===== src/rtl/core/rij_cell.sv =====
// One store cell of the rectangle ring: holds a rectangle, takes a load or the
// neighbor's rectangle on a shift. No package dependencies.
module rij_cell #(
    parameter int RECT_W = 128
) (
    input  logic              i_clk,
    input  logic              i_load,
    input  logic [RECT_W-1:0] i_load_rect,
    input  logic              i_shift,
    input  logic [RECT_W-1:0] i_next_rect,
    output logic [RECT_W-1:0] o_rect
);

    logic [RECT_W-1:0] r_rect;

    always_ff @(posedge i_clk) begin
        if (i_load) begin
            r_rect <= i_load_rect;
        end else if (i_shift) begin
            r_rect <= i_next_rect;
        end
    end

    assign o_rect = r_rect;

endmodule


===== config.mk =====
export PLATFORM = sky130hd
export DESIGN_NAME = rij_cell
export DESIGN_NICKNAME = d
export VERILOG_FILES = /design/src/rtl/core/rij_cell.sv
export SDC_FILE = /design/constraint.sdc
export NUM_CORES = 1
export LEC_CHECK = 0
export ABC_AREA = 1
export BUFFER_PORTS_ARGS = -buffer_cell sky130_fd_sc_hd__buf_2
export CAP_MARGIN = 25
export CORE_AREA = 2 2 149 151
export DETAILED_ROUTE_END_ITERATION = 8
export DIE_AREA = 0 0 151 153
export PLACE_DENSITY = 0.59
export SETUP_SLACK_MARGIN = 0.2
export SYNTH_ARGS = -nofsm -noshare
export SYNTH_HDL_FRONTEND = slang
export SYNTH_SLANG_ARGS = --single-unit

===== constraint.sdc =====
create_clock -name i_clk -period 6.65 [get_ports i_clk]
set_input_delay 1.33 -clock i_clk [delete_from_list [all_inputs] [get_ports i_clk]]
set_output_delay 1.33 -clock i_clk [all_outputs]
set_load 0.01 [all_outputs]

== Word level (Yosys, flattened, before mapping) ==
Index checks and enable logic that the tools add are counted.
Word-level totals
  input port bits: 259
  bits in registers: 128
Cells by class
  multiplexer cells: 2
  reduce and logical (&&, ||, !) cells: 1
Operator list (number)
  2-to-1 mux 128 bit: 2
  nonzero test 2 bit: 1

== Depth between registers and ports, before layout ==
Gate-level depths: netlist of run 1.
  depth in word-level cells: 2
  depth in mapped cells: 5
  gate-level depth less buffers: 3

== Least setup slack after synthesis of run 1 ==
No wires, ideal clock.
  path kind: input-to-reg
  start: in i_load
  end: reg r_rect[0], in the netlist o_rect[0], enable pin
  cell stages on the path: 2
  setup time: 0.433 ns
  data required time: 6.217 ns
  arrival: 3.050 ns
  path slack: 3.167 ns
  path buffers: 1
  cell sequence: buf_4 or2_2
On the way
  word-level cells in the longest chain between the ends: 1
Ends and longest elaborated chain
  from (decl): RTL line 7  | input logic i_load,
  nonzero test 2 bit (no source line)
  to (signal assigned): RTL line 18  | r_rect <= i_load_rect;
  to (signal assigned): RTL line 20  | r_rect <= i_next_rect;
  to (decl): RTL line 14  | logic [RECT_W-1:0] r_rect;
No other way between the ends.
A chain may end at the register's enable or synchronous reset.

== Worst setup path after layout of run 1 ==
  start: in i_load
  end: reg r_rect[93], in the netlist o_rect[93], enable pin
The elaborated chain is that of the path after synthesis.

==> results of run 1 <==
## cells in the mapped netlist
master and n:
edfxtp_1 128, buf_4 14, buf_2 14, or2_2 1, inv_2 1, nand2_1 384
## power groups by stage
stage	Combinational (uW)	Sequential [uW]	Clock (uW)
finish	322	1010	889
global route	360	1020	955
CTS	329	1020	918
detailed placement	329	1030	0
global placement	328	1030	0
floorplan	86.9	1080	0
## path summary, 6_finish.rpt
| kind | startpoint | to | slack, ps | cells past startpoint |
|---|---|---|---|---|
| worst max-delay path | i_load | o_rect[93] | 3610 | 3 |
| worst min-delay path | i_next_rect[54] | o_rect[54] | 1180 | 3 |
## critical path, cell delays in order
cell,delay (ps)
buf_4,490
or2_4,810
buf_12,380
## cells by family (layout without fill, tap and decap cells)
kind of cell	Yosys count	after routing	share of synthesized area [%]
buf+inv	29	422	3.271
simple gates	385	385	26.46
flops	128	128	70.27
## through the flow
| step | cell area [um^2] | setup WS (ps) | utilization, % | instances | hold slack, ps |
|---|---|---|---|---|---|
| final | 8182 | 3608 | 38.08 | 1215 | 1182 |
| after global routing | 8182 | 3442 | 38.08 | 1215 | 1155 |
| after CTS | 8182 | 3571 | 38.08 | 1215 | 1153 |
| after detailed placement | 7620 | 3124 | 35.46 | 1183 | 1596 |
| after global placement | 7620 | 3135 | 35.46 | 1183 | 1593 |
| after floorplan | 5470 | 3167 | - | 542 | 1509 |
## metal layers
| layer | wire length [um] | share of wire [%] | track usage (%) | up-vias |
|---|---|---|---|---|
| met5 | 11 | 0.065 | 0 | - |
| met4 | 327 | 1.9 | 4.984 | 2 |
| met3 | 1843 | 11 | 5.552 | 26 |
| met2 | 8142 | 48 | 25.00 | 266 |
| met1 | 6486 | 39 | 15.26 | 2118 |
| li1 | - | - | - | 2502 |
## cell type report
| type | instances | area [um^2] | area share (%) |
|---|---|---|---|
| Sequential cell | 128 | 3844 | 46.98 |
| Clock buffer | 18 | 429.2 | 5.245 |
| Inverter | 1 | 6.256 | 0.07646 |
| Clock inverter | 14 | 132.6 | 1.621 |
| Tap cell | 280 | 350.3 | 4.282 |
| Timing Repair Buffer | 389 | 1969 | 24.07 |
| Multi-Input combinational cell | 385 | 1450 | 17.72 |
==> flow_summary.yaml, run 1 <==
grt:
  grt_pass1_wl_mm: 24.91
  grt_antenna_before_repair: 1
  grt_pass1_vias: 4873
  grt_use_total_pct: 14.15
  grt_overflow: 0
  grt_max_degree: 68
placement:
  dpl.hpwl_mm: 12.61
  numPortBuffers: 386
  place_congestion: 0.7866
routing:
  routed_wl_mm: 16.81
  via_count: 4914
  post-route-drc-count: 0
  drtAntennaViolNets: 0
  viasPerCell: 4.044
  firstDrtPassIters: 4
  drt_iter0_markers: 224
  routedWlPerCell_um: 13.84
yosys:
  syn_nets: 801
  netlist_instances: 542
  ys_seq_area_share_pct: 70.27
  yosysUniqueCellTypes: 6
  yosysWarnings: 0
  ys_ff_latch: 128
  synth_area_leader_cell: "edfxtp_1"
  synthTopCellsByArea: "edfxtp_1 (70%), nand2_1 (26%), buf_4 (1.9%), buf_2 (1.3%), or2_2 (0.11%)"
  synth.cell_area_mm2: 0.005470
  netlist.area_leader.share_pct: 70.27
  postSynthAreaPerCell_um2: 10.09
flow_run:
  maxCapViolCount: 0
power_and_ir_drop:
  p_total_uw: 2225
  combPwrFrac_pct: 14.5
  p_switching_uw: 574.8
  p_int_uw: 1650
  p_leak_uw: 0.004273
  pwr-share-seq_pct: 45.6
  switching_share_pct: 25.83
  power_density_mw_per_mm2: 272.0
  clkPwrFrac_pct: 39.9
  ir_drop_mv: 0.1328
status:
  outcome: "complete, no violations"
worst_setup_path:
  worst_setup_path_start_kind: "input port"
  crit_arrival_ps: 3110
  crit_type: "input port to register"
  required_ps: 6720
  end_kind: "register"
  crit_fanout: 65
die:
  die_area_mm2: 0.02310
  die_h_um: 153
  core_mm2: 0.02149
  die_w_um: 151
  row_count: 54
  io-pin-count: 387
  initial_utilization_pct: 25.46
sta:
  slew_violations: 0
  fmaxAchievable_mhz: 328.7
  slew-limit-headroom_pct: 39.39
  setup_violations: 0
  layout_min_cycle_time_ps: 3042
  min_period_over_period_pct: 45.75
  hold_viol_final: 0
  tightestPinTransition_ps: 909.2
  tns_ps: 0
  rsz0062_at_grt: "no"
clock_network:
  cts_sinks: 128
  clk_pin_slew_ps: 60
  cts_hold_buf: 0
  cts.path.max_buffers: 2
  cts_inserted_buffers: 17
  ctsResizeCount: 0
  ctsHtreeMaxLevel: 4
  cts_tree: "built"
  cts_setup_buffers: 0
  clockRootBuffer: "clkbuf_16"
layout:
  final_common_cell: "buf_2"
  nets: 1181
  diodes: 0
  layout_common_cells: "buf_2 (385), nand2_1 (384), edfxtp_1 (128)"
  nFillCells: 2220
  largest_reg_flops: 128
  drive_above_1_share_pct: 45.13
  area_growth_pct: 49.57
hold_path:
  worst_hold_path_type: "input port to register"
(Power assumes the default switching activity.)
==> run 2: changes to the inputs <==
ABC_AREA = 0   (was 1)
CORE_AREA = 2 2 148 150   (was 2 2 149 151)
DIE_AREA = 0 0 150 152   (was 0 0 151 153)
PLACE_DENSITY = 0.62   (was 0.59)
clock period = 2.5 ns   (was 6.65 ns; I/O delays follow)
==> run 2 against run 1 <==
  * Worst setup slack got worse by 2600 ps
  * Die area decreased by 1.3%
  * Critical path depth down 2
  * Sequential power grew to 2.7 times the previous value
  * Combinational power rose to 2.7 times the previous value
  * Sequential share of layout area decreased by 1.2 points
  * Synthesized cell count decreased by 50%
  * Power grew to 2.8 times the previous value
  * Synthesized area is 0.50% lower
  * Count of clock-buffer cells in the layout unchanged
  * Critical endpoint is now o_rect[103]
==> flow_summary.yaml, run 2 <==
worst_setup_path:
  slowest_delay_ps: 430
  worst_setup_path_start_kind: "register"
  crit_arrival_ps: 1010
  end_kind: "output pin"
  required_ps: 2000
  path_delay_family: "flip-flops"
  cp_num_buf_inv: 1
  cp_cell_sequence: "buf_2"
  crit_fanout: 1
  crit_type: "register to output pin"
  crit_slowest_cell: "edfxtp_1"
die:
  row_count: 54
  core_mm2: 0.02135
  die_w_um: 150
  die_area_mm2: 0.02280
  die_h_um: 152
  io-pin-count: 387
  initial_utilization_pct: 25.49
yosys:
  synth_area_leader_cell: "edfxtp_1"
  syn_nets: 530
  async_flop_share_pct: 0
  ys_seq_area_share_pct: 70.62
  synth_edf_count: 128
  yosysWarnings: 0
  netlist.area_leader.share_pct: 70.62
  netlist_top_cells_count: "edfxtp_1 (128), mux2_2 (128), buf_6 (13)"
  ys_ff_latch: 128
  ys.flop_type: "edfxtp_1"
  netlist_instances: 271
  synth.cell_area_mm2: 0.005443
  synthTopCellsByArea: "edfxtp_1 (71%), mux2_2 (26%), buf_6 (2.7%), or2_2 (0.11%), buf_2 (0.092%)"
  yosysUniqueCellTypes: 5
  postSynthAreaPerCell_um2: 20.08
sta:
  fmaxAchievable_mhz: 663.0
  rsz0062_at_grt: "no"
  layout_min_cycle_time_ps: 1508
  setup_violations: 0
  tightestPinTransition_ps: 516.7
  postLayoutSetupSlackWorst_ps: 991.7
  tns_ps: 0
  slew_violations: 0
  hold_ws_ps: 388.5
  hold_viol_final: 0
  slew-limit-headroom_pct: 65.55
  min_period_over_period_pct: 60.33
power_and_ir_drop:
  power_density_mw_per_mm2: 748.5
  p_total_uw: 6279
  p_leak_uw: 0.003724
  ir_drop_mv: 0.4329
grt:
  grt_use_total_pct: 13.42
  grt_pass1_wl_mm: 22.82
  grt_overflow: 0
  grt_antenna_before_repair: 0
  grt_max_degree: 62
  grt_pass1_vias: 4128
routing:
  via_count: 3990
  drtAntennaViolNets: 0
  post-route-drc-count: 0
  routedWlPerCell_um: 16.14
  routed_wl_mm: 15.64
  firstDrtPassIters: 4
  viasPerCell: 4.118
  drt_iter0_markers: 118
clock_network:
  cts_inserted_buffers: 17
  clk_pin_slew_ps: 60
  cts.path.max_buffers: 2
  clockRootBuffer: "clkbuf_16"
  cts_setup_buffers: 0
  cts_sinks: 128
  cts_tree: "built"
  cts_hold_buf: 0
  ctsHtreeMaxLevel: 4
  ctsResizeCount: 0
hold_path:
  worst_hold_path_type: "input port to register"
placement:
  dpl.hpwl_mm: 12.23
  place_congestion: 0.8024
  placed_area_mm2: 0.007746
  numPortBuffers: 386
  preCtsSetupSlack_ps: 592.1
layout:
  largest_reg_flops: 128
  drive_above_1_share_pct: 80.99
  area_growth_pct: 54.11
  nFillCells: 2063
  nets: 935
  layout_common_cells: "buf_2 (385), mux2_2 (128), edfxtp_1 (128)"
  multiInputGateArea_mm2: 0.001450
  diodes: 0
  finalInstanceArea_mm2: 0.008388
  regArea_mm2: 0.003844
  final_common_cell: "buf_2"
flow_run:
  maxCapViolCount: 0
status:
  outcome: "complete, no violations"
-- run 2: changes by cell type in the layout (fill, tap and decap cells not counted) --
cell | before | now
nand2_1 | 384 | 0
mux2_2 | 0 | 128
buf_4 | 3 | 10
buf_12 | 1 | 5
bufinv_16 | 1 | 5
inv_6 | 5 | 2
clkinv_1 | 0 | 2
clkinv_2 | 2 | 1
clkinv_4 | 3 | 2
clkinvlp_4 | 3 | 2
inv_4 | 1 | 0
-- run 2: final cells by class --
class / instances / area share (%)
flip-flops and latches: 128 / 45.82
repair buffers: 400 / 25.06
clock buffers: 18 / 5.116
multi-input cells: 129 / 17.29
well taps: 280 / 4.177
clock inverters: 14 / 2.536
-- run 2: kinds of logic after synthesis --
group	Yosys count	synth area share (%)
multiplexers	128	26.48
flip-flops	128	70.62
buffers and inverters	14	2.782
AND/OR/NAND/NOR	1	0.1150
-- run 2: per-stage QoR --
step                instances  utilization [%]
floorplan                 271                -
global placement          937            36.28
detailed placement        937            36.28
CTS                       969            39.29
global route              969            39.29
finish                    969            39.29
-- run 2: final timing paths --
path	start	to	slack (ps)	cells past startpoint
max	o_rect[103]	o_rect[103]	990	1
min	i_next_rect[60]	o_rect[60]	390	2
-- run 2: report_power, final --
part | total, uW | switching, uW | internal [uW]
registers | 2700 | 61.4 | 2640
clock network | 2710 | 940 | 1770
logic | 870 | 410 | 460
-- run 2: routing by layer --
metal	part of all wire (%)	global-route usage, %	up-vias	wire, um
met1	38	14.92	1890	5933
met2	53	23.72	193	8241
met5	0	0	-	0
li1	-	-	1888	-
met4	1.6	4.403	0	250
met3	7.8	4.715	19	1216
==> run 3: changes to the inputs <==
clock period = 1.3 ns   (was 2.5 ns; I/O delays follow)
==> run 3 against run 2 <==
  * Combinational power increased by 110%
  * Largest power group is now sequential cells
  * Clock power increased by 80%
  * Design area increased by 4.0%
  * Highest routed layer unchanged
  * Hold slack got worse by 230 ps
==> flow_summary.yaml, run 3 (same netlist as run 2, synthesis figures left out) <==
layout:
  nets: 966
  multiInputGateArea_mm2: 0.001450
  fin_util_pct: 40.86
  diodes: 0
  regArea_mm2: 0.003844
  largest_reg_flops: 128
  final_common_cell: "buf_2"
  drive_above_1_share_pct: 82.08
  layout_common_cells: "buf_2 (377), mux2_2 (128), edfxtp_1 (128)"
  area_growth_pct: 60.30
  nFillCells: 2043
clock_network:
  ctsHtreeMaxLevel: 4
  cts_inserted_buffers: 17
  ctsResizeCount: 1
  cts_setup_buffers: 0
  cts_hold_buf: 0
  clk_pin_slew_ps: 60
  cts_tree: "built"
  clockRootBuffer: "clkbuf_16"
  cts_sinks: 128
  cts.path.max_buffers: 2
die:
  initial_utilization_pct: 25.49
  core_mm2: 0.02135
  io-pin-count: 387
  row_count: 54
  die_area_mm2: 0.02280
  die_h_um: 152
  die_w_um: 150
grt:
  grt_max_degree: 23
  grt_use_total_pct: 12.96
  grt_pass1_wl_mm: 22.31
  grt_antenna_before_repair: 0
  grt_pass1_vias: 4263
  grt_overflow: 0
sta:
  tightestPinTransition_ps: 171.6
  tns_ps: 0
  hold_viol_final: 0
  setup_violations: 0
  rsz0062_at_grt: "yes"
  hold_ws_ps: 155.9
  min_period_over_period_pct: 95.39
  fmaxAchievable_mhz: 806.4
  slew-limit-headroom_pct: 88.56
  layout_min_cycle_time_ps: 1240
  slew_violations: 0
worst_setup_path:
  slowest_delay_ps: 430
  required_ps: 1040
  cp_num_buf_inv: 1
  crit_fanout: 1
  worst_setup_path_start_kind: "register"
  crit_type: "register to output pin"
  end_kind: "output pin"
  cp_cell_sequence: "buf_6"
  path_delay_family: "flip-flops"
  cp.depth: 1
  crit_slowest_cell: "edfxtp_1"
  crit_arrival_ps: 980
hold_path:
  worst_hold_path_type: "input port to register"
  hold_path_depth: 2
  min_to: "o_rect[74]"
  hp-start: "i_load_rect[74]"
routing:
  drt_iter0_markers: 170
  firstDrtPassIters: 4
  drtAntennaViolNets: 0
  viasPerCell: 4.057
  routed_wl_mm: 15.21
  post-route-drc-count: 0
  via_count: 4057
  routedWlPerCell_um: 15.21
power_and_ir_drop:
  p_total_uw: 11890
  ir_drop_mv: 0.7573
  power_density_mw_per_mm2: 1363
  p_leak_uw: 0.003905
placement:
  place_congestion: 0.7887
  dpl.hpwl_mm: 12.37
  numPortBuffers: 386
flow_run:
  maxCapViolCount: 0
status:
  outcome: "complete, no violations"
## run 3: cell count changes in the layout (fill, tap and decap cells not counted), sizes merged
cell / previous run / this run
clkinvlp: 2 / 3
clkbuf: 18 / 17
inv: 2 / 4
bufinv: 5 / 3
buf: 400 / 431
## run 3: worst max path at each step
| stage | to | from |
|---|---|---|
| 2_1_floorplan | o_rect[0] | i_load |
| 3_3_place_gp | o_rect[106] | i_load |
| 3_5_place_dp | o_rect[102] | i_load |
| 4_1_cts | o_rect[103] | o_rect[103] |
| 5_1_grt | o_rect[38] | o_rect[38] |
| 6_report | o_rect[38] | o_rect[38] |
## run 3: power breakdown
part	internal (uW)	total, uW	switching, uW
logic	1000	1810	810
registers	5070	5190	123
clock network	3040	4880	1840
## run 3: routing by layer
layer  GRT usage, %  up-vias  part of all wire [%]
met2          23.48      214                    52
met3          4.084       10                   8.6
met5              0        -                     0
met1          14.41     1880                    38
li1               -     1953                     -
met4          3.774        0                   1.2
## run 3: area by class of cell
class / instances / area share (%)
Tap cell: 280 / 4.015
Timing Repair Buffer: 431 / 28.34
Clock inverter: 15 / 2.094
Multi-Input combinational cell: 129 / 16.62
Sequential cell: 128 / 44.06
Clock buffer: 17 / 4.876
## run 3: metrics by stage
| stage | worst slack (ps) | cell area, um^2 | cells |
|---|---|---|---|
| floorplan | -568.0 | 5461 | 271 |
| global placement | -64.08 | 8066 | 968 |
| detailed placement | -68.28 | 8066 | 968 |
| CTS | 19.67 | 8681 | 1000 |
| global route | 5.136 | 8725 | 1000 |
| finish | 59.96 | 8725 | 1000 |
