$ cat config.mk
export PLATFORM = sky130hd
export DESIGN_NAME = rij_walker
export DESIGN_NICKNAME = d
export VERILOG_FILES = /design/src/rtl/core/rij_pkg.sv /design/src/rtl/core/rij_walker.sv
export SDC_FILE = /design/constraint.sdc
export NUM_CORES = 1
export LEC_CHECK = 0
export ABC_AREA = 1
export CORE_MARGIN = 3
export CORE_UTILIZATION = 45
export CTS_BUF_LIST = sky130_fd_sc_hd__clkbuf_4
export CTS_CLUSTER_SIZE = 24
export DETAILED_ROUTE_END_ITERATION = 8
export DONT_BUFFER_PORTS = 1
export PLACE_DENSITY = 0.7
export SYNTH_ARGS = -nofsm -noshare
export SYNTH_HDL_FRONTEND = slang
export SYNTH_SLANG_ARGS = --single-unit
$ cat constraint.sdc
create_clock -name i_clk -period 10.5 [get_ports i_clk]
set_clock_uncertainty 0.2 [all_clocks]
set_input_delay 0.525 -clock i_clk [delete_from_list [all_inputs] [get_ports i_clk]]
set_output_delay 0.525 -clock i_clk [all_outputs]
set_load 0.01 [all_outputs]
$ cat src/rtl/core/rij_pkg.sv
// Package for the rectangle intersection join: stream field layout, function codes,
// walker state encoding and the walker status bundle. No dependencies.
package rij_pkg;

    localparam int FIELD_W     = 32;
    localparam int SLOT_W      = 6;
    localparam int TAG_W       = 16;
    localparam int COUNT_W     = 7;
    localparam int IN_TDATA_W  = 152;
    localparam int OUT_TDATA_W = 160;
    localparam int OUT_USED_W  = TAG_W + SLOT_W + 4 * FIELD_W + COUNT_W;

    localparam int IN_SLOT_LSB = 0;
    localparam int IN_RECT_LSB = SLOT_W;
    localparam int IN_TAG_LSB  = SLOT_W + 4 * FIELD_W;

    localparam logic FUNC_LOAD  = 1'b0;
    localparam logic FUNC_PROBE = 1'b1;

    typedef enum logic [2:0] {
        ST_IDLE = 3'b001,
        ST_WALK = 3'b010,
        ST_SPIN = 3'b100
    } t_state;

    typedef struct packed {
        logic busy;
        logic shift;
    } t_walk_stat;

endpackage

$ cat src/rtl/core/rij_walker.sv
// Probe walker: compares the probe with the head cell of the ring each cycle unless the output stalls,
// holds one hit back to mark the last result, drives the output stream. Uses rij_pkg.
module rij_walker #(
    parameter int STORE_DEPTH = 64,
    parameter int COORD_WIDTH = 32
) (
    input  logic                           i_clk,
    input  logic                           i_rst_n,
    input  logic                           i_start,
    input  logic [4*COORD_WIDTH-1:0]       i_probe_rect,
    input  logic [rij_pkg::TAG_W-1:0]      i_tag,
    input  logic [rij_pkg::COUNT_W-1:0]    i_count,
    input  logic [4*COORD_WIDTH-1:0]       i_head_rect,
    output rij_pkg::t_walk_stat            o_stat,
    output logic                           o_m_axis_tvalid,
    input  logic                           i_m_axis_tready,
    // tag_echo, match_index, cut_x_low, cut_y_low, cut_x_high, cut_y_high, hits_so_far
    output logic [rij_pkg::OUT_TDATA_W-1:0] o_m_axis_tdata,
    // hit
    output logic                           o_m_axis_tuser,
    output logic                           o_m_axis_tlast
);
    import rij_pkg::*;

    localparam int CW     = COORD_WIDTH;
    localparam int RECT_W = 4 * CW;
    localparam int CNT_W  = $clog2(STORE_DEPTH + 1);
    localparam logic [CNT_W-1:0]   DEPTH_C   = CNT_W'(STORE_DEPTH);
    localparam logic [COUNT_W-1:0] DEPTH_CNT = COUNT_W'(STORE_DEPTH);

    t_state                   r_state, n_state;
    logic [CNT_W-1:0]         r_j;
    logic [RECT_W-1:0]        r_probe;
    logic [TAG_W-1:0]         r_tag;
    logic [COUNT_W-1:0]       r_hits;

    logic                     r_pend_valid;
    logic [SLOT_W-1:0]        r_pend_idx;
    logic [4*FIELD_W-1:0]     r_pend_cut;
    logic [COUNT_W-1:0]       r_pend_hits;

    logic                     r_out_valid;
    logic [TAG_W-1:0]         r_out_tag;
    logic [SLOT_W-1:0]        r_out_idx;
    logic [4*FIELD_W-1:0]     r_out_cut;
    logic                     r_out_hit;
    logic [COUNT_W-1:0]       r_out_hits;
    logic                     r_out_last;

    logic [CNT_W-1:0]         limit;
    logic [4*FIELD_W-1:0]     cut_ext;
    logic                     overlap;
    logic                     out_free;
    logic                     walking;
    logic                     at_end;
    logic                     stall;
    logic                     step;
    logic                     finish;
    logic                     shift;
    logic                     pend_to_out;

    always_comb begin
        logic signed [CW-1:0] p_lo, s_lo, p_hi, s_hi, c_lo, c_hi;
        overlap = 1'b1;
        cut_ext = '0;
        for (int a = 0; a < 2; a++) begin
            p_lo = $signed(r_probe[a*CW +: CW]);
            s_lo = $signed(i_head_rect[a*CW +: CW]);
            p_hi = $signed(r_probe[(a+2)*CW +: CW]);
            s_hi = $signed(i_head_rect[(a+2)*CW +: CW]);
            c_lo = (p_lo > s_lo) ? p_lo : s_lo;
            c_hi = (p_hi < s_hi) ? p_hi : s_hi;
            if (c_lo > c_hi) begin
                overlap = 1'b0;
            end
            cut_ext[a*FIELD_W +: FIELD_W]     = FIELD_W'(c_lo);
            cut_ext[(a+2)*FIELD_W +: FIELD_W] = FIELD_W'(c_hi);
        end
    end

    assign limit       = (i_count > DEPTH_CNT) ? DEPTH_C : CNT_W'(i_count);
    assign out_free    = !r_out_valid || i_m_axis_tready;
    assign walking     = (r_state == ST_WALK);
    assign at_end      = (r_j == limit);
    assign stall       = walking && !at_end && overlap && r_pend_valid && !out_free;
    assign step        = walking && !at_end && !stall;
    assign finish      = walking && at_end && out_free;
    assign shift       = step || (r_state == ST_SPIN);
    assign pend_to_out = step && overlap && r_pend_valid;

    always_comb begin
        n_state = r_state;
        unique case (r_state)
            ST_IDLE: begin
                if (i_start) begin
                    n_state = ST_WALK;
                end
            end
            ST_WALK: begin
                if (finish) begin
                    n_state = (r_j == DEPTH_C) ? ST_IDLE : ST_SPIN;
                end
            end
            ST_SPIN: begin
                if (r_j == DEPTH_C - CNT_W'(1)) begin
                    n_state = ST_IDLE;
                end
            end
            default: n_state = ST_IDLE;
        endcase
    end

    always_ff @(posedge i_clk) begin
        if (!i_rst_n) begin
            r_state      <= ST_IDLE;
            r_j          <= '0;
            r_hits       <= '0;
            r_pend_valid <= 1'b0;
            r_out_valid  <= 1'b0;
        end else begin
            r_state <= n_state;
            if (i_start) begin
                r_j <= '0;
            end else if (shift) begin
                r_j <= r_j + CNT_W'(1);
            end
            if (i_start) begin
                r_hits <= '0;
            end else if (step && overlap) begin
                r_hits <= r_hits + COUNT_W'(1);
            end
            if (i_start || finish) begin
                r_pend_valid <= 1'b0;
            end else if (step && overlap) begin
                r_pend_valid <= 1'b1;
            end
            if (pend_to_out || finish) begin
                r_out_valid <= 1'b1;
            end else if (i_m_axis_tready) begin
                r_out_valid <= 1'b0;
            end
        end
    end

    always_ff @(posedge i_clk) begin
        if (i_start) begin
            r_probe <= i_probe_rect;
            r_tag   <= i_tag;
        end
        if (step && overlap) begin
            r_pend_idx  <= SLOT_W'(r_j);
            r_pend_cut  <= cut_ext;
            r_pend_hits <= r_hits + COUNT_W'(1);
        end
        if (pend_to_out || (finish && r_pend_valid)) begin
            r_out_tag  <= r_tag;
            r_out_idx  <= r_pend_idx;
            r_out_cut  <= r_pend_cut;
            r_out_hit  <= 1'b1;
            r_out_hits <= r_pend_hits;
            r_out_last <= finish;
        end else if (finish) begin
            r_out_tag  <= r_tag;
            r_out_idx  <= '0;
            r_out_cut  <= '0;
            r_out_hit  <= 1'b0;
            r_out_hits <= '0;
            r_out_last <= 1'b1;
        end
    end

    assign o_stat.busy     = (r_state != ST_IDLE);
    assign o_stat.shift    = shift;
    assign o_m_axis_tvalid = r_out_valid;
    assign o_m_axis_tdata  = {(OUT_TDATA_W - OUT_USED_W)'(0), r_out_hits, r_out_cut,
                              r_out_idx, r_out_tag};
    assign o_m_axis_tuser  = r_out_hit;
    assign o_m_axis_tlast  = r_out_last;

endmodule

# --- Yosys cells after proc, flatten, opt, wreduce, memory -nomap -nowiden ---
# Cells that the tools add are included.
classes:
  n_reduce_logical: 24
  eq_ne: 10
  add_sub_neg: 2
  n_lt_le_gt_ge: 7
  bitwise: 1
  n_mux: 24
ops:
  columns: ["operator", "count"]
  rows:
  - ["$mux W128", 2]
  - ["$gt A32 B32 Y1", 4]
  - ["$mux W32", 4]
  - ["$lt A32 B32 Y1", 2]
  - ["$mux W16", 2]
  - ["$mux W7", 3]
  - ["$add A7 B1 Y7 const B", 2]
  - ["$mux W3", 4]
  - ["$mux W6", 2]
  - ["$logic_and A1 B1 Y1", 10]
  - ["$pmux W3 S3", 1]
  - ["$eq A7 B6 Y1 const B", 1]
  - ["$eq A7 B7 Y1", 1]
  - ["$eq A7 B7 Y1 const B", 1]
  - ["$gt A7 B7 Y1 const B", 1]
  - ["$mux W1", 6]
  - ["$logic_or A1 B1 Y1", 5]
  - ["$logic_not A1 Y1", 4]
  - ["$ne A2 B1 Y1 const B", 2]
  - ["$reduce_bool A2 Y1", 2]
  - ["$reduce_or A2 Y1", 2]
  - ["$eq A3 B1 Y1 const B", 1]
  - ["$eq A3 B2 Y1 const B", 1]
  - ["$eq A3 B3 Y1 const B", 1]
  - ["4 further kinds", 4]
totals:
  output_inout_bits: 165
  word_cells: 84
  in_bits: 283
  reg_bits: 463

# --- Longest topological paths before layout ---
# Gate-level depths: netlist of run 1.
depth:
  word_depth: 14
  ltp_mapped: 39
  ltp_nobuf: 36

# --- Least setup slack after synthesis of run 1 ---
# No wires, ideal clock.
synth_path:
  path_type: "input-to-reg"
  startpoint: "input port i_head_rect[31]"
  endpoint: "register r_pend_cut[0] (enable)"
  cell_stages: 24
  required_time_ns: 8.954
  t_arrival_ns: 6.140
  setup_time_ns: 1.346
  path_buffers: 2
  slack_ns: 2.814
  cell_sequence: "inv_1 > ha_1 > nand4_1 > nor3_1 > nor4b_1 > nand2_1 > nand3_1 > nand3b_1 > buf_4 > buf_2 > nand2_1 > o21ai_0 > ha_1 > nand2_1 > nor2_1 > nand2_1 > nor4_2 > nand2_1 > nand3_1 > nand3_1 > nand2_1 > inv_2 > nand3_4 > clkinv_1"
synth_via:
  elab_chain_cells: 11
synth_lines:
  columns: ["item", "line", "source"]
  rows:
  - ["start, declared", "rij_walker.sv:13", "input logic [4*COORD_WIDTH-1:0] i_head_rect,"]
  - ["$gt A32 B32 Y1", "rij_walker.sv:71", "c_lo = (p_lo > s_lo) ? p_lo : s_lo;"]
  - ["$mux W32 (*)", "rij_walker.sv:71", null]
  - ["via cut_ext[31]", "rij_walker.sv:51", "logic [4*FIELD_W-1:0] cut_ext;"]
  - ["$gt A32 B32 Y1 (*)", "rij_walker.sv:73", "if (c_lo > c_hi) begin"]
  - ["$mux W1 (*) (2 in a row)", "rij_walker.sv:73", null]
  - ["$logic_and A1 B1 Y1 (3 in a row)", "rij_walker.sv:85", "assign stall = walking && !at_end && overlap && r_pend_valid && !out_free;"]
  - ["$logic_not A1 Y1", "rij_walker.sv:86", "assign step = walking && !at_end && !stall;"]
  - ["$logic_and A1 B1 Y1", "rij_walker.sv:86", null]
  - ["$logic_and A1 B1 Y1 (*)", "rij_walker.sv:150", "if (step && overlap) begin"]
  - ["end signal, assigned", "rij_walker.sv:152", "r_pend_cut <= cut_ext;"]
  - ["end, declared", "rij_walker.sv:39", "logic [4*FIELD_W-1:0] r_pend_cut;"]
# Mark *: on every way through the listed nets, which the timed path passes. The rest lies on a longest branch.
# A chain may end at the register's enable or synchronous reset.

# --- Worst setup path after layout of run 1 ---
layout_path:
  startpoint: "register r_probe[63]"
  endpoint: "register r_pend_hits[4] (enable)"
layout_via:
  elab_chain_cells: 10
layout_lines:
  columns: ["item", "line", "source"]
  rows:
  - ["start, declared", "rij_walker.sv:33", "logic [RECT_W-1:0] r_probe;"]
  - ["start signal, assigned", "rij_walker.sv:147", "r_probe <= i_probe_rect;"]
  - ["$gt A32 B32 Y1 (*)", "rij_walker.sv:71", null]
  - ["$mux W32 (*)", "rij_walker.sv:71", null]
  - ["via cut_ext[54]", "rij_walker.sv:51", null]
  - ["$gt A32 B32 Y1 (*)", "rij_walker.sv:73", null]
  - ["$mux W1 (*)", "rij_walker.sv:73", null]
  - ["$logic_and A1 B1 Y1 (3 in a row)", "rij_walker.sv:85", null]
  - ["$logic_not A1 Y1", "rij_walker.sv:86", null]
  - ["$logic_and A1 B1 Y1", "rij_walker.sv:86", null]
  - ["$logic_and A1 B1 Y1 (*)", "rij_walker.sv:150", null]
  - ["end signal, assigned", "rij_walker.sv:153", "r_pend_hits <= r_hits + COUNT_W'(1);"]
  - ["end, declared", "rij_walker.sv:40", "logic [COUNT_W-1:0] r_pend_hits;"]
# Marks and branches as above.

==> reports/metrics.csv, run 1 <==
metric;value;unit
fraction_of_final_layout_cells_with_drive_strength_greater_than_1;10.6;%
cellInternalPower;3.25;mW
yosysSeqAreaShare;58.0;%
syn-cell-area;0.0236;mm²
whs_endpoint;r_probe[64];
vias_in_the_first_global_route;18600;
die-width;235;µm
synth_top_flop_cell;edfxtp_1;
maxCapViolations;0;
detail-route-antenna-nets;0;
boundaryPins;448;
drt_pre_antenna_iters;7;
power_switching_share;29.7;%
setup_violations;0;
number_of_placement_rows;83;
clkSlewWorstSetupHoldPaths;0.06;ns
final_worst_path_period_share;81.0;%
power.sequential.fraction;46.6;%
leakage;12.7;nW
grt_setup_unrepaired;no;
yosys.cell_types.count;43;
vias_per_cell;5.21;
timing.hold.worst.start;i_probe_rect[64];
worst_margin_slew;1.19;ns
kind_of_capture_point_of_the_worst_setup_path;flop;
clock_power_share;34.0;%
grt_first_pass_wirelength;106000;µm
post_cts_resized;0;
timing.slew.headroom;20.6;%
crit_path_max_incr_delay;1.03;ns
remaining_drc_errors;0;
synth.area.top_cells;edfxtp_1 (56%), ha_1 (10%), inv_1 (6.6%);
cts.sink_count;463;
min_path_type;input pin to flop;
cts_htree_levels;3;
drt-total-wl;69400;µm
cp.required;10.81;ns
tritoncts_clock_tree;done;
placeableCoreArea;0.0516;mm²
cts_inserted_buffers;121;
area_growth_syn_to_layout;25.4;%
clk_latency;0.97;ns
critical_path_arrival;8.81;ns
cells_after_synth;2229;
gr-total-overflow;0;
final_cell_mix;edfxtp_1 (443), inv_1 (418), dlygate4sd3_1 (386);
timing.fmax;118;MHz
die_area;0.0553;mm²
timing.reg2reg.worst_path_depth;26;
regToRegEndpoint;r_pend_hits[4];
post_synth.cell_area_avg;10.6;µm²
share_comb_of_total_power;19.4;%
grt_antenna_before_repair;6;
hold-path-cell-count;1;
setup_tns;0;ns
setup.reg_to_reg.worst_slack;2.00;ns
net-switching-power;1.37;mW
num_vias;18100;
dr.first_iter.drc_count;1487;
power_density;156;mW/mm²
post-synth-top-area-fraction;56.3;%
postSynth.asyncResetShare;0;%
reg2reg_from;r_probe[63];
yosys.area.top_type;edfxtp_1;
final-hold-violation-count;0;
fp.dieH;235;µm
route.detailed.wl_per_inst;20.0;µm
clock_tree.root_cell;clkbuf_4;
fin_max_slew_vios;0;
critPathMostFrequentCell;nand2_1;
cp_max_fo;99;
worst_ir_drop_vdd;0.0971;mV
io_buffer_count;0;
num-nets-final;3156;
critPathSlowestCell;nand2_1;
place_congestion;0.932;
place.detailed.hpwl;45700;µm
grt_util_all_layers;24.6;%
run_status;finished clean;
initial_utilization;45.8;%
crit_path_start_kind;flop;
most_common_library_cell_in_the_layout_ignoring_fill_and_taps;edfxtp_1;
synth_edf_count;443;
period_needed;8.50;ns
largest_net_degree_at_the_start_of_global_routing;148;
clock_path_buffers;3;
postLayoutCoreUtil;57.4;%
setup.worst_path.class;flop to flop;
ys_seq_elements;463;
yosysWarningCount;0;
[registers in the layout, indices dropped and copies added (netlist names), 3 cells and up]
name / count
r_hits: 7
r_probe: 128
r_pend_idx: 6
r_out_cut: 128
r_state: 3
r_out_hits: 7
r_pend_cut: 128
r_out_idx: 6
r_out_tag: 16
r_pend_hits: 7
r_tag: 16
r_j: 7
[worst max path at each step]
stage,start,endpoint,depth (start not counted)
floorplan,i_head_rect[31],r_pend_cut[0],24
global placement,i_head_rect[63],r_pend_cut[3],25
detailed placement,i_head_rect[63],r_out_cut[37],30
CTS,r_probe[63],r_pend_cut[8],24
global route,r_probe[63],r_hits[5],28
finish,r_probe[63],r_pend_hits[4],26
[power by group through the flow]
stage	registers, mW	clock network [mW]	logic [mW]
floorplan	2.18	0	0.544
global placement	2.19	0	0.713
detailed placement	2.19	0	0.743
CTS	2.15	1.60	0.881
global route	2.16	1.71	1.01
finish	2.16	1.57	0.897
[worst max-delay path: cells and delay by family, from the launching register on]
kind / cells / cell delay, ns
simple gates: 19 / 4.62
flops: 1 / 0.43
compound gates: 1 / 0.27
buf+inv: 4 / 1.56
fa+ha+maj: 2 / 0.81
[per-layer routing]
| metal | vias to the layer above | global-route usage (%) | share of wire [%] |
|---|---|---|---|
| met5 | - | 0 | 0 |
| met4 | 0 | 10.4 | 3.9 |
| met3 | 183 | 8.26 | 9.4 |
| met2 | 932 | 43.7 | 51 |
| met1 | 8502 | 27.0 | 36 |
| li1 | 8438 | - | - |
[kinds of logic after synthesis]
| group | Yosys count | share of synthesized area [%] |
|---|---|---|
| xor gates and xnor gates | 15 | 0.556 |
| buffers and inverters | 494 | 8.57 |
| other | 1 | 0.0159 |
| adders and majority gates | 193 | 10.2 |
| DFF | 463 | 58.0 |
| AOI/OAI and AO/OA | 201 | 4.53 |
| and+or+nand+nor | 862 | 18.1 |
[cell type report]
class | count | area [µm²]
clock buffers | 176 | 1320
multi-input cells | 1274 | 7950
inverters | 420 | 1580
repair buffers | 400 | 4000
well taps | 680 | 851
flip-flops and latches | 463 | 13700
clock inverters | 42 | 204
diodes | 11 | 27.5
fillers | 4061 | 22000
[what timing repair did]
item	4_1_cts	5_1_grt
setup buffers	0	0
hold buffers	385	2
hold endpoints to repair	437	2
[Yosys cell counts, types with 2 or more instances]
cell	instances
edfxtp_1	443
inv_1	418
nand2_1	381
nand3_1	230
ha_1	193
a21oi_1	113
nor2_1	104
nor2_4	64
o21ai_0	62
clkbuf_1	39
nand3b_1	34
dfxtp_1	20
nand4_1	16
nor2_2	16
buf_2	12
xor2_1	11
buf_1	9
buf_12	7
o21a_1	7
buf_4	5
nor3_1	5
o211ai_1	5
nor4_1	4
xnor2_1	4
a21o_1	3
o221ai_1	3
a211oi_1	2
a31oi_1	2
buf_8	2
nand2_4	2
[through the flow]
step / setup slack (ns) / cells / total power [mW] / hold slack, ns / cell area [µm²]
after global routing: 1.41 / 3461 / 4.89 / -0.0105 / 29600
after CTS: 2.31 / 3453 / 4.63 / 0.00232 / 29600
final: 2.00 / 3466 / 4.63 / 0.0832 / 29600
after detailed placement: 2.24 / 2850 / 2.94 / 0.205 / 24200
after global placement: 2.36 / 2850 / 2.90 / 0.201 / 24200
after floorplan: 2.81 / 2231 / 2.72 / 0.200 / 23600
Note: power is estimated with default switching activity, not from simulation.
==> inputs of run 2 (changes only) <==
- PLACE_DENSITY: 0.7 -> 0.72
- clock period: 10.5 -> 7.57 ns (I/O delays scaled with it)
==> reports/metrics.csv, run 2 (same netlist as run 1, synthesis figures left out) <==
metric;value;unit;change
final_worst_path_period_share;95.2;%;
timing.reg2reg.worst_path_depth;28;;+7.7%
cp.buffers_inverters;3;;-1
timing.hold.worst.start;i_head_rect[60];;
final-hold-violation-count;0;;unchanged
top_layer_used;met4;;
critical_path_arrival;6.62;ns;-2.19 ns
io_buffer_count;0;;unchanged
crit_path_max_incr_delay;0.59;ns;-0.44 ns
remaining_drc_errors;0;;unchanged
tritoncts_clock_tree;done;;
reg2reg_from;r_probe[63];;
fp.dieH;235;µm;unchanged
cp.required;6.99;ns;-3.82 ns
postLayoutCoreUtil;59.0;%;+1.6 points
fraction_of_final_layout_cells_with_drive_strength_greater_than_1;10.1;%;-0.49 points
timing.fmax;139;MHz;
detail-route-antenna-nets;0;;unchanged
detailed_place.area;0.0243;mm²;+0.58%
num_vias;19000;;+5.3%
cts.sink_count;463;;unchanged
drt-total-wl;73400;µm;+5.8%
critPathMostFrequentCell;nand2_1;;
die-width;235;µm;unchanged
sequential_cell_area;0.0137;mm²;unchanged
cts_htree_levels;3;;unchanged
timing.final.ws_setup;0.367;ns;-1.63 ns
clkSlewWorstSetupHoldPaths;0.07;ns;about the same
layout.filler_cells;3915;;-3.6%
area_growth_syn_to_layout;28.9;%;
post-place-ws;0.865;ns;-1.37 ns
biggestRegsByFlops;r_out_cut (128), r_pend_cut (128), r_probe (128);;
boundaryPins;448;;unchanged
setup_violations;0;;unchanged
setup.worst_path.class;flop to output pin;;
clk_latency;0.89;ns;-0.08 ns
most_common_library_cell_in_the_layout_ignoring_fill_and_taps;dlygate4sd3_1;;
regToRegEndpoint;r_out_cut[68];;
whs_endpoint;r_pend_cut[60];;
met2RoutedLength;37000;µm;+4.6%
place_congestion;0.971;;+4.2%
crit_path_start_kind;flop;;
cp_max_fo;32;;-68%
critPathSlowestCell;dlygate4sd3_1;;
dr.first_iter.drc_count;1759;;+18%
leakage;13.0;nW;+2.2%
final_cell_mix;dlygate4sd3_1 (469), edfxtp_1 (443), inv_1 (418);;
largest_net_degree_at_the_start_of_global_routing;148;;unchanged
route.detailed.wl_per_inst;20.8;µm;+3.7%
number_of_placement_rows;83;;unchanged
clock_tree.root_cell;clkbuf_4;;
die_area;0.0553;mm²;unchanged
postCtsSetupRepairBufs;0;;unchanged
grt_util_all_layers;26.2;%;+1.6 points
run_status;finished clean;;
vias_per_cell;5.37;;+3.2%
worst_ir_drop_vdd;0.134;mV;+38%
min_path_type;input pin to flop;;
grt_first_pass_wirelength;113000;µm;+6.3%
vias_in_the_first_global_route;19800;;+6.6%
fin_max_slew_vios;0;;unchanged
layout.cell_area.non_filler;0.0305;mm²;+2.8%
initial_utilization;45.8;%;unchanged
worst_margin_slew;1.06;ns;-0.125 ns
period_needed;7.20;ns;
critical-path-top-delay-family;simple AND/OR/NAND/NOR gates;;
grt_antenna_before_repair;4;;-2
drt_pre_antenna_iters;6;;-1
hold-path-cell-count;3;;+2
critical_path_depth;27;;+3.8%
place.detailed.hpwl;46900;µm;+2.6%
power_density;210;mW/mm²;+34%
gr-total-overflow;0;;unchanged
kind_of_capture_point_of_the_worst_setup_path;output pin;;
clock_path_buffers;3;;unchanged
fin_total_pwr;6.39;mW;+38%
setup.reg_to_reg.worst_slack;0.61;ns;-1.39 ns
met1Wirelength;25100;µm;+1.0%
multi_input_combinational_cell_area;0.00796;mm²;+0.17%
dr_wl_met3;7620;µm;+17%
timing.slew.headroom;29.0;%;+8.4 points
placeableCoreArea;0.0516;mm²;unchanged
grt_setup_unrepaired;no;;
num-nets-final;3246;;+2.9%
setup_tns;0;ns;unchanged
maxCapViolations;0;;unchanged
cts_inserted_buffers;116;;-4.1%
-- run 2: timing repair --
| item | in CTS | in global routing |
|---|---|---|
| endpoints found under the hold margin | 437 | 0 |
| setup endpoints to repair | 0 | 236 |
| hold buffers | 470 | 0 |
| gates resized for setup | 0 | 3 |
-- run 2: power by group --
part	internal (mW)	switching [mW]	total (mW)
registers	2.93	0.0578	2.99
clock network	0.986	1.07	2.06
logic	0.546	0.802	1.35
total	4.47	1.93	6.39
-- run 2: area by class of cell --
cell class | instances | share of cell area, %
multi-input combinational | 1274 | 26.1
sequential | 463 | 45.0
tap | 680 | 2.79
clock inverter | 44 | 0.723
antenna | 6 | 0.0493
inverter | 420 | 5.19
clock buffer | 155 | 3.82
timing repair buffer | 495 | 16.3
-- run 2: per-stage QoR --
stage / hold WS (ns) / instances
final: 0.122 / 3537
after global routing: 0.0237 / 3537
after CTS: 0.000689 / 3531
after detailed placement: 0.205 / 2862
after global placement: 0.200 / 2862
after floorplan: 0.200 / 2231
-- run 2: metal layers --
metal	global-route usage, %	vias up
met3	8.20	235
met2	45.8	1235
li1	-	8599
met5	0	-
met4	13.3	0
met1	28.8	8938
-- run 2: tightest hold or removal path, cell delays in order --
cell           delay [ns]
dlygate4sd3_1        0.53
nand2_1              0.05
nand2_1              0.10
-- run 2: worst max-delay path by stage --
stage,from,endpoint
after global routing,r_probe[63],o_stat[0]
after floorplan,i_head_rect[31],r_pend_cut[0]
after detailed placement,r_probe[63],r_out_cut[68]
final,r_probe[63],o_stat[0]
after global placement,i_head_rect[63],r_pend_cut[25]
after CTS,r_probe[63],o_stat[0]
==> inputs of run 3 (changes only) <==
- PLACE_DENSITY: 0.72 -> 0.66
==> reports/metrics.csv, run 3 (same netlist as run 1, synthesis figures left out) <==
metric;value;unit;change
run_status;finished clean;;
vias_in_the_first_global_route;19600;;-1.1%
final-hold-violation-count;0;;unchanged
post-place-ws;0.962;ns;+0.0963 ns
die_area;0.0553;mm²;unchanged
cp.required;6.99;ns;about the same
min_path_type;input pin to flop;;
cts_inserted_buffers;130;;+12%
largest_net_degree_at_the_start_of_global_routing;148;;unchanged
power_switching_share;29.0;%;-1.2 points
postLayoutCoreUtil;60.1;%;+1.0 points
vias_per_cell;5.28;;-1.7%
leakage;13.2;nW;+1.6%
detail-route-antenna-nets;0;;unchanged
biggestRegsByFlops;r_out_cut (128), r_pend_cut (128), r_probe (128);;
worst_margin_slew;1.12;ns;+0.0545 ns
kind_of_capture_point_of_the_worst_setup_path;output pin;;
clock_power_share;34.8;%;+2.7 points
clkSlewWorstSetupHoldPaths;0.08;ns;about the same
num-nets-final;3292;;+1.4%
cellInternalPower;4.75;mW;+6.4%
cp_max_fo;25;;-22%
most_common_library_cell_in_the_layout_ignoring_fill_and_taps;dlygate4sd3_1;;
critical_path_arrival;6.51;ns;-0.11 ns
setup_violations;0;;unchanged
share_comb_of_total_power;20.5;%;-0.6 points
hold-path-cell-count;3;;unchanged
num_vias;18900;;-0.56%
final_cell_mix;dlygate4sd3_1 (498), edfxtp_1 (443), inv_1 (418);;
timing.slew.headroom;25.3;%;-3.7 points
power.sequential.fraction;44.7;%;-2.1 points
net-switching-power;1.94;mW;+0.49%
drt-total-wl;73100;µm;-0.38%
timing.hold.worst.start;i_head_rect[87];;
area_growth_syn_to_layout;31.2;%;
tritoncts_clock_tree;done;;
grt_antenna_before_repair;4;;unchanged
worst_ir_drop_vdd;0.167;mV;+25%
die-width;235;µm;unchanged
gr-total-overflow;0;;unchanged
timing.fmax;141;MHz;+1.7%
reg2reg_from;r_probe[47];;
clock_path_buffers;3;;unchanged
fin_total_pwr;6.69;mW;+4.6%
detailed_place.area;0.0243;mm²;about the same
cts.sink_count;463;;unchanged
drt_pre_antenna_iters;6;;unchanged
remaining_drc_errors;0;;unchanged
period_needed;7.08;ns;-0.118 ns
maxCapViolations;0;;unchanged
dr.first_iter.drc_count;1511;;-14%
boundaryPins;448;;unchanged
setup_tns;0;ns;unchanged
layout.cell_area.non_filler;0.0310;mm²;+1.7%
timing.final.ws_setup;0.485;ns;+0.118 ns
fin_max_slew_vios;0;;unchanged
setup.reg_to_reg.worst_slack;0.79;ns;+0.18 ns
place_congestion;0.946;;-2.6%
whs_endpoint;r_pend_cut[87];;
initial_utilization;45.8;%;unchanged
grt_util_all_layers;26.2;%;about the same
grt_setup_unrepaired;no;;
number_of_placement_rows;83;;unchanged
clk_latency;0.97;ns;+0.08 ns
fraction_of_final_layout_cells_with_drive_strength_greater_than_1;11.0;%;+0.97 points
regToRegEndpoint;r_out_cut[71];;
final_worst_path_period_share;93.6;%;-1.6 points
place.detailed.hpwl;46200;µm;-1.4%
cts_htree_levels;4;;+1
crit_path_start_kind;flop;;
fp.dieH;235;µm;unchanged
clock_tree.root_cell;clkbuf_4;;
placeableCoreArea;0.0516;mm²;unchanged
route.detailed.wl_per_inst;20.4;µm;-1.5%
power_density;216;mW/mm²;+2.8%
io_buffer_count;0;;unchanged
timing.reg2reg.worst_path_depth;25;;-11%
setup.worst_path.class;flop to output pin;;
grt_first_pass_wirelength;112000;µm;-0.88%
run 3: cell count changes in the layout (fill, tap and decap cells not counted), sizes merged:
cell	previous run	this run
clkinv	39	11
dlygate4sd3	469	498
bufinv	1	4
inv	423	422
clkbuf	155	184
clkinvlp	1	6
nand3b	34	35
buf	26	28
run 3: cell type report:
class	instances	area, µm²
timing repair buffer	526	5280
fill	3945	20600
inverter	420	1580
tap	680	851
clock buffer	184	1380
antenna	6	15.0
multi-input combinational	1275	7970
clock inverter	23	220
sequential	463	13700
run 3: power by group through the flow:
| stage | clock network (mW) | registers (mW) | logic, mW |
|---|---|---|---|
| 4_1_cts | 2.38 | 2.99 | 1.31 |
| 5_1_grt | 2.54 | 3.00 | 1.53 |
| 3_5_place_dp | 0 | 3.04 | 1.03 |
| 3_3_place_gp | 0 | 3.04 | 0.991 |
| 6_report | 2.33 | 2.99 | 1.37 |
| 2_1_floorplan | 0 | 3.02 | 0.754 |
run 3: metrics by stage:
stage,cells,hold WS [ns]
floorplan,2231,0.200
global placement,2861,0.201
detailed placement,2861,0.205
CTS,3567,0.000461
global route,3575,0.0605
finish,3577,0.128
run 3: per-layer routing:
metal	up-vias	share of wire [%]	track usage [%]
li1	8699	-	-
met1	8849	35	29.1
met2	1088	50	45.2
met3	264	9.4	7.97
met4	0	5.3	14.0
met5	-	0	0
run 3: worst max path at each step:
stage | startpoint | to | slack, ns
floorplan | i_head_rect[31] | r_pend_cut[0] | 0.03
CTS | r_probe[59] | o_stat[0] | 0.11
global route | r_probe[47] | o_stat[0] | 0.16
global placement | i_head_rect[31] | r_out_cut[33] | 1.09
finish | r_probe[47] | o_stat[0] | 0.49
detailed placement | i_head_rect[31] | r_out_cut[75] | 0.96
run 3: critical path: stages, from the launching register on:
cell,delay [ns]
edfxtp_1,0.42
ha_1,0.35
nand2_1,0.10
nor2_1,0.24
nand4_1,0.20
a31oi_1,0.35
o21ai_0,0.24
nand2_1,0.13
nand2_1,0.06
nand2_1,0.18
nand2_4,0.24
nand2_1,0.13
dlygate4sd3_1,0.55
nand2_1,0.11
ha_1,0.37
nand2_1,0.10
nor2_2,0.13
nand2_1,0.13
nor3b_2,0.31
nand4_1,0.27
nand2_1,0.21
nand3_1,0.13
nand2_1,0.24
nand2_1,0.32
run 3: what timing repair did:
item                       4_1_cts  5_1_grt
setup endpoints to repair        0      274
setup buffers                    0        3
hold endpoints to repair       437        0
resized for setup                0        3
hold buffers                   499        0
